$ cat src/design/kwc_pkg.sv
// Shared types, constants and wheel helper functions for the keyed wheel cipher.
`timescale 1ns / 1ps

package kwc_pkg;

    localparam int KEY_BYTES  = 61;
    localparam int KEY_AW     = (KEY_BYTES > 1) ? $clog2(KEY_BYTES) : 1;
    localparam int WHEEL_SIZE = 26 + 26 + 10 + 15;
    localparam int Q_DEPTH    = 4;
    localparam int Q_AW       = $clog2(Q_DEPTH);
    localparam int Q_CW       = $clog2(Q_DEPTH + 1);

    localparam logic [7:0] WHEEL_SIZE8 = 8'(WHEEL_SIZE);

    localparam logic [0:0] MODE_LOAD = 1'b0;
    localparam logic [0:0] MODE_CHAR = 1'b1;

    localparam logic [0:0] CFG_DIRECTION = 1'b0;
    localparam logic [0:0] CFG_CHAINING  = 1'b1;

    typedef struct packed {
        logic       direction;
        logic       chaining_on;
    } t_cfg;

    // One classified character on its way from the front to the back.
    typedef struct packed {
        logic       first;
        logic       is_wheel;
        logic       eos;
        logic [7:0] char_in;
        logic [6:0] cpos;
        logic [6:0] cmod;
        logic [6:0] kmod;
    } t_item;

    typedef struct packed {
        logic  valid;
        t_item item;
    } t_qwrite;

    function automatic logic is_wheel(input logic [7:0] c);
        return (c >= 8'h30 && c <= 8'h39) || (c >= 8'h41 && c <= 8'h5a) ||
               (c >= 8'h61 && c <= 8'h7a) || (c >= 8'h21 && c <= 8'h2f);
    endfunction

    function automatic logic [6:0] wheel_pos(input logic [7:0] c);
        logic [7:0] p;
        p = 8'd0;
        if (c >= 8'h30 && c <= 8'h39)      p = c - 8'h30;
        else if (c >= 8'h41 && c <= 8'h5a) p = c - 8'h41 + 8'd10;
        else if (c >= 8'h61 && c <= 8'h7a) p = c - 8'h61 + 8'd36;
        else if (c >= 8'h21 && c <= 8'h2f) p = c - 8'h21 + 8'd62;
        return p[6:0];
    endfunction

    function automatic logic [7:0] wheel_char(input logic [6:0] q);
        logic [7:0] qq;
        qq = {1'b0, q};
        if (qq < 8'd10)      return 8'h30 + qq;
        else if (qq < 8'd36) return 8'h41 + (qq - 8'd10);
        else if (qq < 8'd62) return 8'h61 + (qq - 8'd36);
        else                 return 8'h21 + (qq - 8'd62);
    endfunction

    // Byte reduced modulo the wheel length; a priority chain of compares, no divider.
    function automatic logic [6:0] mod_wheel(input logic [7:0] v);
        logic [7:0] r;
        if (v >= 8'(3 * WHEEL_SIZE))      r = v - 8'(3 * WHEEL_SIZE);
        else if (v >= 8'(2 * WHEEL_SIZE)) r = v - 8'(2 * WHEEL_SIZE);
        else if (v >= WHEEL_SIZE8)        r = v - WHEEL_SIZE8;
        else                              r = v;
        return r[6:0];
    endfunction

endpackage

$ cat src/design/kwc_front.sv
// Front end: accepts items, keeps the keystream table and key position, classifies characters.
`timescale 1ns / 1ps

module kwc_front (
    input  logic                     i_clk,
    input  logic                     i_rst_n,
    input  logic                     i_valid,
    output logic                     o_ready,
    input  logic                     i_mode,
    input  logic                     i_first,
    input  logic [5:0]               i_key_index,
    input  logic [7:0]               i_key_byte,
    input  logic [7:0]               i_char_in,
    input  logic [kwc_pkg::Q_CW-1:0] i_q_count,
    output kwc_pkg::t_qwrite         o_qwrite
);

    logic [7:0]               r_keystream [kwc_pkg::KEY_BYTES];
    logic [kwc_pkg::KEY_AW-1:0] r_keypos;
    logic [kwc_pkg::KEY_AW-1:0] n_keypos;
    logic [kwc_pkg::KEY_AW-1:0] w_rd_addr;
    logic                     r_s1_valid;
    logic                     r_s1_first;
    logic [7:0]               r_s1_char;
    logic [7:0]               r_kdata;
    logic                     w_accept;
    logic [kwc_pkg::Q_CW:0]   w_pending;

    // Leave room for the item held in the read stage.
    assign w_pending = {1'b0, i_q_count} + {{kwc_pkg::Q_CW{1'b0}}, r_s1_valid};
    assign o_ready   = (w_pending < (kwc_pkg::Q_CW + 1)'(kwc_pkg::Q_DEPTH));
    assign w_accept  = i_valid && o_ready;

    assign w_rd_addr = i_first ? '0 : r_keypos;
    assign n_keypos  = (w_rd_addr == kwc_pkg::KEY_AW'(kwc_pkg::KEY_BYTES - 1)) ?
                       '0 : w_rd_addr + kwc_pkg::KEY_AW'(1);

    always_ff @(posedge i_clk) begin
        if (w_accept && i_mode == kwc_pkg::MODE_LOAD &&
            {1'b0, i_key_index} < 7'(kwc_pkg::KEY_BYTES)) begin
            r_keystream[i_key_index[kwc_pkg::KEY_AW-1:0]] <= i_key_byte;
        end
    end

    always_ff @(posedge i_clk) begin
        if (w_accept && i_mode == kwc_pkg::MODE_CHAR) begin
            r_kdata    <= r_keystream[w_rd_addr];
            r_s1_first <= i_first;
            r_s1_char  <= i_char_in;
        end
    end

    always_ff @(posedge i_clk) begin
        if (!i_rst_n) begin
            r_keypos   <= '0;
            r_s1_valid <= 1'b0;
        end else begin
            r_s1_valid <= w_accept && i_mode == kwc_pkg::MODE_CHAR;
            if (w_accept && i_mode == kwc_pkg::MODE_CHAR) begin
                r_keypos <= n_keypos;
            end
        end
    end

    always_comb begin
        o_qwrite.valid         = r_s1_valid;
        o_qwrite.item.first    = r_s1_first;
        o_qwrite.item.is_wheel = kwc_pkg::is_wheel(r_s1_char);
        o_qwrite.item.eos      = (r_s1_char == 8'h00);
        o_qwrite.item.char_in  = r_s1_char;
        o_qwrite.item.cpos     = kwc_pkg::wheel_pos(r_s1_char);
        o_qwrite.item.cmod     = kwc_pkg::mod_wheel(r_s1_char);
        o_qwrite.item.kmod     = kwc_pkg::mod_wheel(r_kdata);
    end

endmodule

$ cat src/design/kwc_queue.sv
// Short queue that decouples the front end from the substitution back end.
`timescale 1ns / 1ps

module kwc_queue (
    input  logic                     i_clk,
    input  logic                     i_rst_n,
    input  kwc_pkg::t_qwrite         i_qwrite,
    input  logic                     i_pop,
    output kwc_pkg::t_item           o_head,
    output logic [kwc_pkg::Q_CW-1:0] o_count
);

    kwc_pkg::t_item           r_mem [kwc_pkg::Q_DEPTH];
    logic [kwc_pkg::Q_AW-1:0] r_wr_ptr;
    logic [kwc_pkg::Q_AW-1:0] r_rd_ptr;
    logic [kwc_pkg::Q_CW-1:0] r_count;

    assign o_head  = r_mem[r_rd_ptr];
    assign o_count = r_count;

    always_ff @(posedge i_clk) begin
        if (i_qwrite.valid) begin
            r_mem[r_wr_ptr] <= i_qwrite.item;
        end
    end

    always_ff @(posedge i_clk) begin
        if (!i_rst_n) begin
            r_wr_ptr <= '0;
            r_rd_ptr <= '0;
            r_count  <= '0;
        end else begin
            if (i_qwrite.valid) r_wr_ptr <= r_wr_ptr + kwc_pkg::Q_AW'(1);
            if (i_pop)          r_rd_ptr <= r_rd_ptr + kwc_pkg::Q_AW'(1);
            case ({i_qwrite.valid, i_pop})
                2'b10:   r_count <= r_count + kwc_pkg::Q_CW'(1);
                2'b01:   r_count <= r_count - kwc_pkg::Q_CW'(1);
                default: r_count <= r_count;
            endcase
        end
    end

endmodule

$ cat src/design/kwc_back.sv
// Back end: chain value, wheel substitution and the output register.
`timescale 1ns / 1ps

module kwc_back (
    input  logic                     i_clk,
    input  logic                     i_rst_n,
    input  kwc_pkg::t_cfg            i_cfg,
    input  kwc_pkg::t_item           i_head,
    input  logic [kwc_pkg::Q_CW-1:0] i_q_count,
    output logic                     o_pop,
    output logic                     o_valid,
    input  logic                     i_ready,
    output logic [7:0]               o_char_out,
    output logic                     o_substituted,
    output logic                     o_end_of_string
);

    logic [6:0] r_chain_mod;
    logic [6:0] w_chain_use;
    logic [7:0] w_off_sum;
    logic [6:0] w_off;
    logic [7:0] w_enc_sum;
    logic [6:0] w_pos;
    logic [7:0] w_res;
    logic       r_out_valid;
    logic [7:0] r_char_out;
    logic       r_substituted;
    logic       r_eos;

    assign o_pop = (i_q_count != '0) && (!r_out_valid || i_ready);

    // Chain held as its residue modulo the wheel length.
    assign w_chain_use = i_head.first ? 7'd0 : r_chain_mod;
    assign w_off_sum   = {1'b0, i_head.kmod} + {1'b0, w_chain_use};
    assign w_off       = (w_off_sum >= kwc_pkg::WHEEL_SIZE8) ?
                         7'(w_off_sum - kwc_pkg::WHEEL_SIZE8) : w_off_sum[6:0];
    assign w_enc_sum   = {1'b0, i_head.cpos} + {1'b0, w_off};

    always_comb begin
        if (i_cfg.direction) begin
            if (i_head.cpos >= w_off) w_pos = i_head.cpos - w_off;
            else w_pos = 7'({1'b0, i_head.cpos} + kwc_pkg::WHEEL_SIZE8 - {1'b0, w_off});
        end else begin
            if (w_enc_sum >= kwc_pkg::WHEEL_SIZE8) w_pos = 7'(w_enc_sum - kwc_pkg::WHEEL_SIZE8);
            else w_pos = w_enc_sum[6:0];
        end
    end

    assign w_res = kwc_pkg::wheel_char(w_pos);

    always_ff @(posedge i_clk) begin
        if (!i_rst_n) begin
            r_chain_mod <= 7'd0;
            r_out_valid <= 1'b0;
        end else begin
            if (o_pop) begin
                r_out_valid <= 1'b1;
                if (i_cfg.chaining_on && i_head.is_wheel) begin
                    r_chain_mod <= i_cfg.direction ? i_head.cmod : kwc_pkg::mod_wheel(w_res);
                end else if (i_head.first) begin
                    r_chain_mod <= 7'd0;
                end
            end else if (i_ready) begin
                r_out_valid <= 1'b0;
            end
        end
    end

    always_ff @(posedge i_clk) begin
        if (o_pop) begin
            r_char_out    <= i_head.is_wheel ? w_res : i_head.char_in;
            r_substituted <= i_head.is_wheel;
            r_eos         <= i_head.eos;
        end
    end

    assign o_valid         = r_out_valid;
    assign o_char_out      = r_char_out;
    assign o_substituted   = r_substituted;
    assign o_end_of_string = r_eos;

endmodule

$ cat src/design/keyed_wheel_cipher_with_chaining_top.sv
// Top level of the keyed wheel substitution cipher with ciphertext chaining.
//
//  Channel   Direction  Payload                                   Handshake
//  s_axis    in         tuser{first,mode} tdata{char,byte,index}  tvalid/tready
//  m_axis    out        tdata char_out, tuser subst, tlast eos    tvalid/tready
//  cfg       in         index 0 direction, 1 chaining_on          i_cfg_we only
//
//  One item per clock is taken while the output side does not stall, load and character
//  items alike; the chain update in the back end, done at each pop, sets that rate.
//  At the earliest, o_m_axis_tvalid rises once its accepted character has passed the keystream
//  read at the accepting edge, the queue write and the output register;
//  load items give no result.
//  Reset (synchronous, active low) clears key position, chain, queue and config;
//  the keystream table is not cleared and must be loaded before use.
//  o_s_axis_tready drops once the queue and the read stage hold four characters,
//  which happens only while the output side stalls.
`timescale 1ns / 1ps

module keyed_wheel_cipher_with_chaining_top (
    input  logic        i_clk,
    input  logic        i_rst_n,
    input  logic        i_s_axis_tvalid,
    output logic        o_s_axis_tready,
    input  logic [23:0] i_s_axis_tdata,  // key_index[5:0], key_byte[13:6], char_in[21:14], zero
    input  logic [1:0]  i_s_axis_tuser,  // mode[0], first[1]
    output logic        o_m_axis_tvalid,
    input  logic        i_m_axis_tready,
    output logic [7:0]  o_m_axis_tdata,  // char_out[7:0]
    output logic        o_m_axis_tuser,  // substituted[0]
    output logic        o_m_axis_tlast,  // end_of_string
    input  logic        i_cfg_we,
    input  logic [0:0]  i_cfg_index,
    input  logic [0:0]  i_cfg_data
);

    kwc_pkg::t_cfg           r_cfg;
    kwc_pkg::t_qwrite        w_qwrite;
    kwc_pkg::t_item          w_head;
    logic [kwc_pkg::Q_CW-1:0] w_q_count;
    logic                    w_pop;

    // Configuration registers: the user must write them only while the block is idle; the block does not enforce it.
    always_ff @(posedge i_clk) begin
        if (!i_rst_n) begin
            r_cfg.direction   <= 1'b0;
            r_cfg.chaining_on <= 1'b0;
        end else if (i_cfg_we) begin
            case (i_cfg_index)
                kwc_pkg::CFG_DIRECTION: r_cfg.direction   <= i_cfg_data[0];
                kwc_pkg::CFG_CHAINING:  r_cfg.chaining_on <= i_cfg_data[0];
                default:                r_cfg             <= r_cfg;
            endcase
        end
    end

    // Front: accept, load keystream, read key byte, classify the character.
    kwc_front u_front (
        .i_clk       (i_clk),
        .i_rst_n     (i_rst_n),
        .i_valid     (i_s_axis_tvalid),
        .o_ready     (o_s_axis_tready),
        .i_mode      (i_s_axis_tuser[0]),
        .i_first     (i_s_axis_tuser[1]),
        .i_key_index (i_s_axis_tdata[5:0]),
        .i_key_byte  (i_s_axis_tdata[13:6]),
        .i_char_in   (i_s_axis_tdata[21:14]),
        .i_q_count   (w_q_count),
        .o_qwrite    (w_qwrite)
    );

    kwc_queue u_queue (
        .i_clk    (i_clk),
        .i_rst_n  (i_rst_n),
        .i_qwrite (w_qwrite),
        .i_pop    (w_pop),
        .o_head   (w_head),
        .o_count  (w_q_count)
    );

    // Back: apply offset, advance chain, hold result until the transaction completes.
    kwc_back u_back (
        .i_clk           (i_clk),
        .i_rst_n         (i_rst_n),
        .i_cfg           (r_cfg),
        .i_head          (w_head),
        .i_q_count       (w_q_count),
        .o_pop           (w_pop),
        .o_valid         (o_m_axis_tvalid),
        .i_ready         (i_m_axis_tready),
        .o_char_out      (o_m_axis_tdata),
        .o_substituted   (o_m_axis_tuser),
        .o_end_of_string (o_m_axis_tlast)
    );

`ifndef NO_ASSERTIONS
    // The queue never takes a character while full, unless a pop frees a slot at the same time.
    a_no_overflow: assert property (@(posedge i_clk) disable iff (!i_rst_n)
        w_qwrite.valid |-> (w_q_count != kwc_pkg::Q_CW'(kwc_pkg::Q_DEPTH) || w_pop))
        else $error("queue overflow");

    // The back end pops only a queue that holds something.
    a_no_underflow: assert property (@(posedge i_clk) disable iff (!i_rst_n)
        w_pop |-> (w_q_count != '0))
        else $error("queue underflow");

    // A terminator result carries a zero byte and no substitution flag.
    a_eos_clean: assert property (@(posedge i_clk) disable iff (!i_rst_n)
        (o_m_axis_tvalid && o_m_axis_tlast) |-> (o_m_axis_tdata == 8'h00 && !o_m_axis_tuser))
        else $error("terminator result malformed");

    // Reset leaves no result pending.
    a_reset_idle: assert property (@(posedge i_clk)
        !i_rst_n |=> !o_m_axis_tvalid)
        else $error("result valid after reset");
`endif

endmodule
$ cat config.mk
export PLATFORM = sky130hd
export DESIGN_NAME = keyed_wheel_cipher_with_chaining_top
export DESIGN_NICKNAME = d
export VERILOG_FILES = /design/src/design/kwc_pkg.sv /design/src/design/kwc_front.sv /design/src/design/kwc_queue.sv /design/src/design/kwc_back.sv /design/src/design/keyed_wheel_cipher_with_chaining_top.sv
export SDC_FILE = /design/constraint.sdc
export NUM_CORES = 1
export LEC_CHECK = 0
export ABC_AREA = 1
export BUFFER_PORTS_ARGS = -buffer_cell sky130_fd_sc_hd__buf_4
export CAP_MARGIN = 20
export CELL_PAD_IN_SITES_DETAIL_PLACEMENT = 0
export CELL_PAD_IN_SITES_GLOBAL_PLACEMENT = 2
export CORE_UTILIZATION = 35
export CTS_CLUSTER_SIZE = 40
export DETAILED_ROUTE_END_ITERATION = 10
export PLACE_DENSITY_LB_ADDON = 0.1
export SYNTH_ARGS = -nofsm -noshare
export SYNTH_HDL_FRONTEND = slang
export SYNTH_SLANG_ARGS = --single-unit
$ cat constraint.sdc
create_clock -name i_clk -period 9.4 [get_ports i_clk]
set_clock_uncertainty 0.2 [all_clocks]
set_input_delay 0.94 -clock i_clk [delete_from_list [all_inputs] [get_ports i_clk]]
set_output_delay 0.94 -clock i_clk [all_outputs]
set_load 0.05 [all_outputs]
==> results of run 1 <==
[synthesized netlist by cell type, types with 35 or more instances]
cell and n:
nor2_1 427, a21oi_1 89, edfxtp_1 643, o21ai_0 352, clkbuf_1 124, ha_1 66
o22ai_1 86, nand3_1 136, xor2_1 35, nand2_1 291, o221ai_1 65, inv_1 155
[final timing paths]
| kind | cells past startpoint | from | to |
|---|---|---|---|
| worst max-delay path | 47 | flop | u_back.r_chain_mod[0] |
| worst min-delay path | 2 | u_front.r_keypos[4] | u_front.r_keypos[4] |
| worst max register to register | 47 | flop | u_back.r_chain_mod[0] |
| worst min register to register | 2 | u_front.r_keypos[4] | u_front.r_keypos[4] |
[worst max-delay path, delay by kind of cell (launching register included)]
| kind | cells | cell delay, ns |
|---|---|---|
| xor gates and xnor gates | 2 | 0.52 |
| adders and majority gates | 6 | 1.87 |
| and+or+nand+nor | 22 | 2.57 |
| DFF | 1 | 0.33 |
| buffers and inverters | 7 | 0.87 |
| AOI/OAI and AO/OA | 10 | 1.79 |
[per-stage QoR]
| step | instances | util, % | instance area, um2 |
|---|---|---|---|
| floorplan | 2694 | - | 30200 |
| global placement | 3770 | 37.1 | 31700 |
| detailed placement | 3771 | 37.1 | 31700 |
| CTS | 3908 | 39.9 | 34100 |
| global route | 3908 | 39.9 | 34100 |
| finish | 3908 | 39.9 | 34100 |
[cell type report]
class	instances	area, um2	share of cell area (%)
sequential	669	19800	58.2
inverter	165	624	1.83
clock buffer	105	2090	6.14
multi-input combinational	1722	9280	27.2
tap	1144	1430	4.20
clock inverter	32	293	0.859
timing repair buffer	71	546	1.60
[placed cells by master, fill, tap and decap left out, types with 12 or more instances in the layout]
cell         n
nand2_1    290
o21ai_0    351
o221ai_1    65
nand4_1     22
o22ai_1     86
dfxtp_1     25
nor2_1     421
clkbuf_16   79
edfxtp_1   643
nand2_2     19
or2_2       18
inv_1      152
ha_1        65
a21oi_1     89
clkinv_1    18
o211ai_1    12
clkbuf_1    24
xor2_1      35
nand3_1    136
buf_4       70
[kinds of logic (layout without fill, tap and decap cells)]
family | count (synthesis) | after routing | synth area share, %
compound gates | 664 | 664 | 12.9
simple gates | 944 | 944 | 13.2
flops | 669 | 669 | 65.6
buf+inv | 303 | 373 | 3.85
fa+ha+maj | 73 | 73 | 3.20
xor+xnor | 41 | 41 | 1.19
[metal layers]
metal  up-vias  wire (um)  GRT usage, %
li1       9775          -             -
met1     10200      37700          25.6
met2       493      44300          35.4
met3       117       3480          2.61
met4         0       2020          5.88
met5         -          0             0
[sequential cells by signal, summed over array words and instances (netlist names), 3 cells and up, named ones only]
| register | count |
|---|---|
| u_front.r_keystream | 488 |
| u_queue.r_mem | 128 |
| u_back.o_char_out | 8 |
| u_front.r_kdata | 8 |
| u_front.r_s1_char | 8 |
| u_back.r_chain_mod | 7 |
| u_front.r_keypos | 6 |
| u_queue.o_count | 3 |
==> flow_summary.json, run 1 <==
{
  "drt_iter0_drc": 1336,
  "diodes": 0,
  "tritoncts": "done",
  "synth_edf_count": 643,
  "wire_per_inst_um": 22.4,
  "yosysWarnings": 0,
  "clock_latency_ns": 0.63,
  "synth-async-reset-ratio_pct": 0,
  "syn2layout_area_growth_pct": 12.8,
  "worstSetupStartpointType": "flop",
  "grt_pass1_vias": 20300,
  "critical_path.max_stage_delay_ns": 0.49,
  "drt_wl_total_mm": 87.5,
  "ys_top_cells_by_area": "edfxtp_1, o21ai_0, nor2_1",
  "ant_nets": 0,
  "setup_viol": 0,
  "cts_sinks": 669,
  "cap_violations": 0,
  "drc": 0,
  "syn_inst": 2694,
  "chipWidth_um": 296,
  "grt_max_degree": 167,
  "grt_use_total_pct": 20.1,
  "nets": 2813,
  "start_util_pct": 35.4,
  "post-route-period-util_pct": 89.0,
  "post-route-min-period_ns": 8.36,
  "hold_buffers": 0,
  "synth_top_area_cell": "edfxtp_1",
  "rsz0062_at_grt": "false",
  "portBuffers": 42,
  "drtPass1Iterations": 5,
  "globalRouteOverflowTotal": 0,
  "n_fill_cell": 8279,
  "critPathMaxFanout": 32,
  "routed-via-count": 20600,
  "r2r_slack_ns": 1.04,
  "postSynthAreaPerCell_um2": 11.2,
  "gp_congestion": 0.816,
  "synth-seq-area-share_pct": 65.6,
  "drv_slew": 0,
  "finalHoldViolations": 0,
  "clock-root-buffer": "clkbuf_16",
  "cts_resized": 0,
  "cp.required_ns": 9.65,
  "synth_top_area_share_pct": 63.9,
  "cts_buffer_depth": 3,
  "setup_tns_ns": 0,
  "io_pins": 45,
  "core-area_um2": 85400,
  "setup_ws_ns": 1.04,
  "critPathMostFrequentCell": "nand2_1",
  "clk_pin_slew_worst_paths_ns": 0.06,
  "worstPathArrival_ns": 8.61,
  "grt_antenna_before_repair": 0,
  "dp_slack_ns": 0.797,
  "row_count": 107,
  "cp_slowest_cell": "fa_1",
  "worst_slew_pin_slew_ns": 1.05,
  "outcome": "complete, no violations",
  "viasPerCell": 5.26,
  "cts_buffers": 78,
  "hold-worst-slack_ns": 0.269,
  "hpwlAfterDp_mm": 52.4,
  "dieHeight_um": 296,
  "syn_nets": 2800,
  "netlist_area_um2": 30200,
  "post_cts_buffers": 0,
  "hold_class": "flop to flop",
  "worstSetupPathType": "flop to flop",
  "drive_gt1_share_pct": 9.19,
  "grt_pass1_wl_mm": 129,
  "max_freq_mhz": 120,
  "synth-seq-cells": 669,
  "end_kind": "flop",
  "slew_headroom_pct": 30.0,
  "die_area_um2": 87600,
  "ys_types": 55,
  "synth-main-ff-cell": "edfxtp_1",
  "h-tree-depth": 3
}
Power of run 1 is not shown: default switching activity piles up to over one toggle a cycle in this logic, so the estimate is an artifact.
==> run 2, diff against run 1 <==
--- a/config.mk
+++ b/config.mk
@@ -5,7 +5,6 @@
 export SDC_FILE = /design/constraint.sdc
 export NUM_CORES = 1
 export LEC_CHECK = 0
-export ABC_AREA = 1
 export BUFFER_PORTS_ARGS = -buffer_cell sky130_fd_sc_hd__buf_4
 export CAP_MARGIN = 20
 export CELL_PAD_IN_SITES_DETAIL_PLACEMENT = 0
==> run 2 against run 1 <==
  * Flip-flop and latch count unchanged
  * Global-route usage decreased by 1.2 points
  * Setup slack got worse by 0.31 ns
  * Critical path depth decreased by 18
  * Maximum frequency decreased by 3.6%
  * Routed wire length decreased by 3.7%
  * Count of clock-buffer cells in the layout decreased by 16
  * Synthesized area increased by 1.9%
  * Synthesized cell count decreased by 14%
  * Die area increased by 1.8%
  * Utilization increased by 0.10 points
==> flow_summary.json, run 2 <==
{
  "cp.required_ns": 9.73,
  "routed-via-count": 18900,
  "grt_max_degree": 163,
  "largest_reg_flops": 488,
  "clk_pin_slew_worst_paths_ns": 0.06,
  "start_util_pct": 35.4,
  "max_freq_mhz": 115,
  "drv_slew": 0,
  "cts_buffers": 78,
  "rsz0062_at_grt": "false",
  "tritoncts": "done",
  "yosysWarnings": 0,
  "grt_use_total_pct": 18.9,
  "portBuffers": 42,
  "end_kind": "flop",
  "cp_slowest_cell": "mux4_2",
  "gp_congestion": 0.819,
  "synth_most_common_cell": "edfxtp_1",
  "ant_nets": 0,
  "die_area_um2": 89200,
  "hp-start": "u_back.o_valid",
  "setup_tns_ns": 0,
  "slew_headroom_pct": 27.0,
  "worst_slew_pin_slew_ns": 1.09,
  "drtPass1Iterations": 5,
  "drt_iter0_drc": 1213,
  "io_pins": 45,
  "cap_violations": 0,
  "mostFrequentLayoutCells": "edfxtp_1, nand2_1, a21oi_1",
  "n_fill_cell": 8164,
  "outcome": "complete, no violations",
  "synth_edf_count": 643,
  "ys_types": 92,
  "postSynthAreaPerCell_um2": 13.2,
  "r2r_slack_ns": 0.72,
  "worstSetupPathType": "flop to flop",
  "drc": 0,
  "cts_buffer_depth": 3,
  "viasPerCell": 5.33,
  "critPathMaxFanout": 8,
  "wire_per_inst_um": 23.8,
  "cts_sinks": 669,
  "post-route-min-period_ns": 8.68,
  "hpwlAfterDp_mm": 51.1,
  "worstPathArrival_ns": 9.01,
  "nets": 2436,
  "syn_inst": 2329,
  "h-tree-depth": 3,
  "ys_top_cells_by_area": "edfxtp_1, nand2_1, mux2_2",
  "row_count": 108,
  "globalRouteOverflowTotal": 0,
  "grt_pass1_vias": 18900,
  "post-route-period-util_pct": 92.3,
  "core-area_um2": 86900,
  "syn_nets": 2435,
  "syn2layout_area_growth_pct": 12.9,
  "setup_viol": 0,
  "drt_wl_total_mm": 84.3,
  "chipWidth_um": 299,
  "synth_top_area_cell": "edfxtp_1",
  "drive_gt1_share_pct": 14.1,
  "dieHeight_um": 299,
  "finalHoldViolations": 0,
  "synth-seq-cells": 669,
  "hold_buffers": 0,
  "final_common_cell": "edfxtp_1",
  "grt_antenna_before_repair": 0,
  "clock-root-buffer": "clkbuf_16",
  "critical_path.max_stage_delay_ns": 0.61,
  "grt_pass1_wl_mm": 125,
  "hold_class": "flop to flop",
  "clock_latency_ns": 0.63,
  "worstSetupStartpointType": "flop",
  "synth-main-ff-cell": "edfxtp_1",
  "synth-async-reset-ratio_pct": 0,
  "synthTopCellsByCount": "edfxtp_1, nand2_1, a21oi_1",
  "netlist_area_um2": 30800,
  "final_util_pct": 40.0,
  "synth-seq-area-share_pct": 64.4,
  "synth_top_area_share_pct": 62.7
}
==> run 2: cell families (layout without fill, tap and decap cells) <==
logic type / count (synthesis) / in the layout / share of synthesized area [%]
compound gates: 514 / 514 / 11.5
xor+xnor: 44 / 44 / 1.34
fa+ha+maj: 73 / 73 / 3.14
buf+inv: 217 / 279 / 2.73
flops: 669 / 669 / 64.4
mux: 171 / 171 / 7.17
other cells: 0 / 1 / 0
simple gates: 641 / 641 / 9.72
==> run 2: layer usage <==
layer  track usage [%]  part of all wire, %
met5                 0                    0
met4              5.36                  2.4
met3              2.25                  2.8
met1              25.3                   45
met2              32.2                   50
==> run 2: final cells by class <==
type	count	area, um2	area share (%)
multi-input cells	1443	10200	29.3
clock buffers	89	1990	5.73
diodes	1	2.50	0.00720
clock inverters	52	513	1.48
inverters	70	265	0.763
flip-flops and latches	669	19800	57.1
well taps	1155	1450	4.16
repair buffers	68	536	1.54
==> run 2: final timing paths <==
kind | end | depth (start not counted)
max | u_back.r_chain_mod[3] | 29
min | u_back.o_valid | 2
max reg2reg | u_back.r_chain_mod[3] | 29
min reg2reg | u_back.o_valid | 2
==> run 2: worst max-delay path, delay by kind of cell, from the launching register on <==
family / cells / cell delay, ns
compound gates: 14 / 3.79
xor+xnor: 1 / 0.14
fa+ha+maj: 3 / 0.82
buf+inv: 1 / 0.13
flops: 1 / 0.35
mux: 2 / 1.04
simple gates: 8 / 2.09
==> run 2: what timing repair did <==
action,4_1_cts,5_1_grt
buffers inserted,0,0
endpoints found under the setup margin,0,3
endpoints found under the hold margin,0,0
resized for setup,0,4
==> run 2: through the flow <==
step,worst slack (ns),hold WS [ns],cells,cell area (um2)
after floorplan,0.180,0.232,2329,30800
after detailed placement,0.624,0.269,3405,32200
final,0.722,0.281,3547,34800
after global placement,0.626,0.256,3405,32200
after CTS,0.525,0.240,3546,34700
after global routing,0.0695,0.253,3546,34800
Power of run 2 is left out for the same reason.
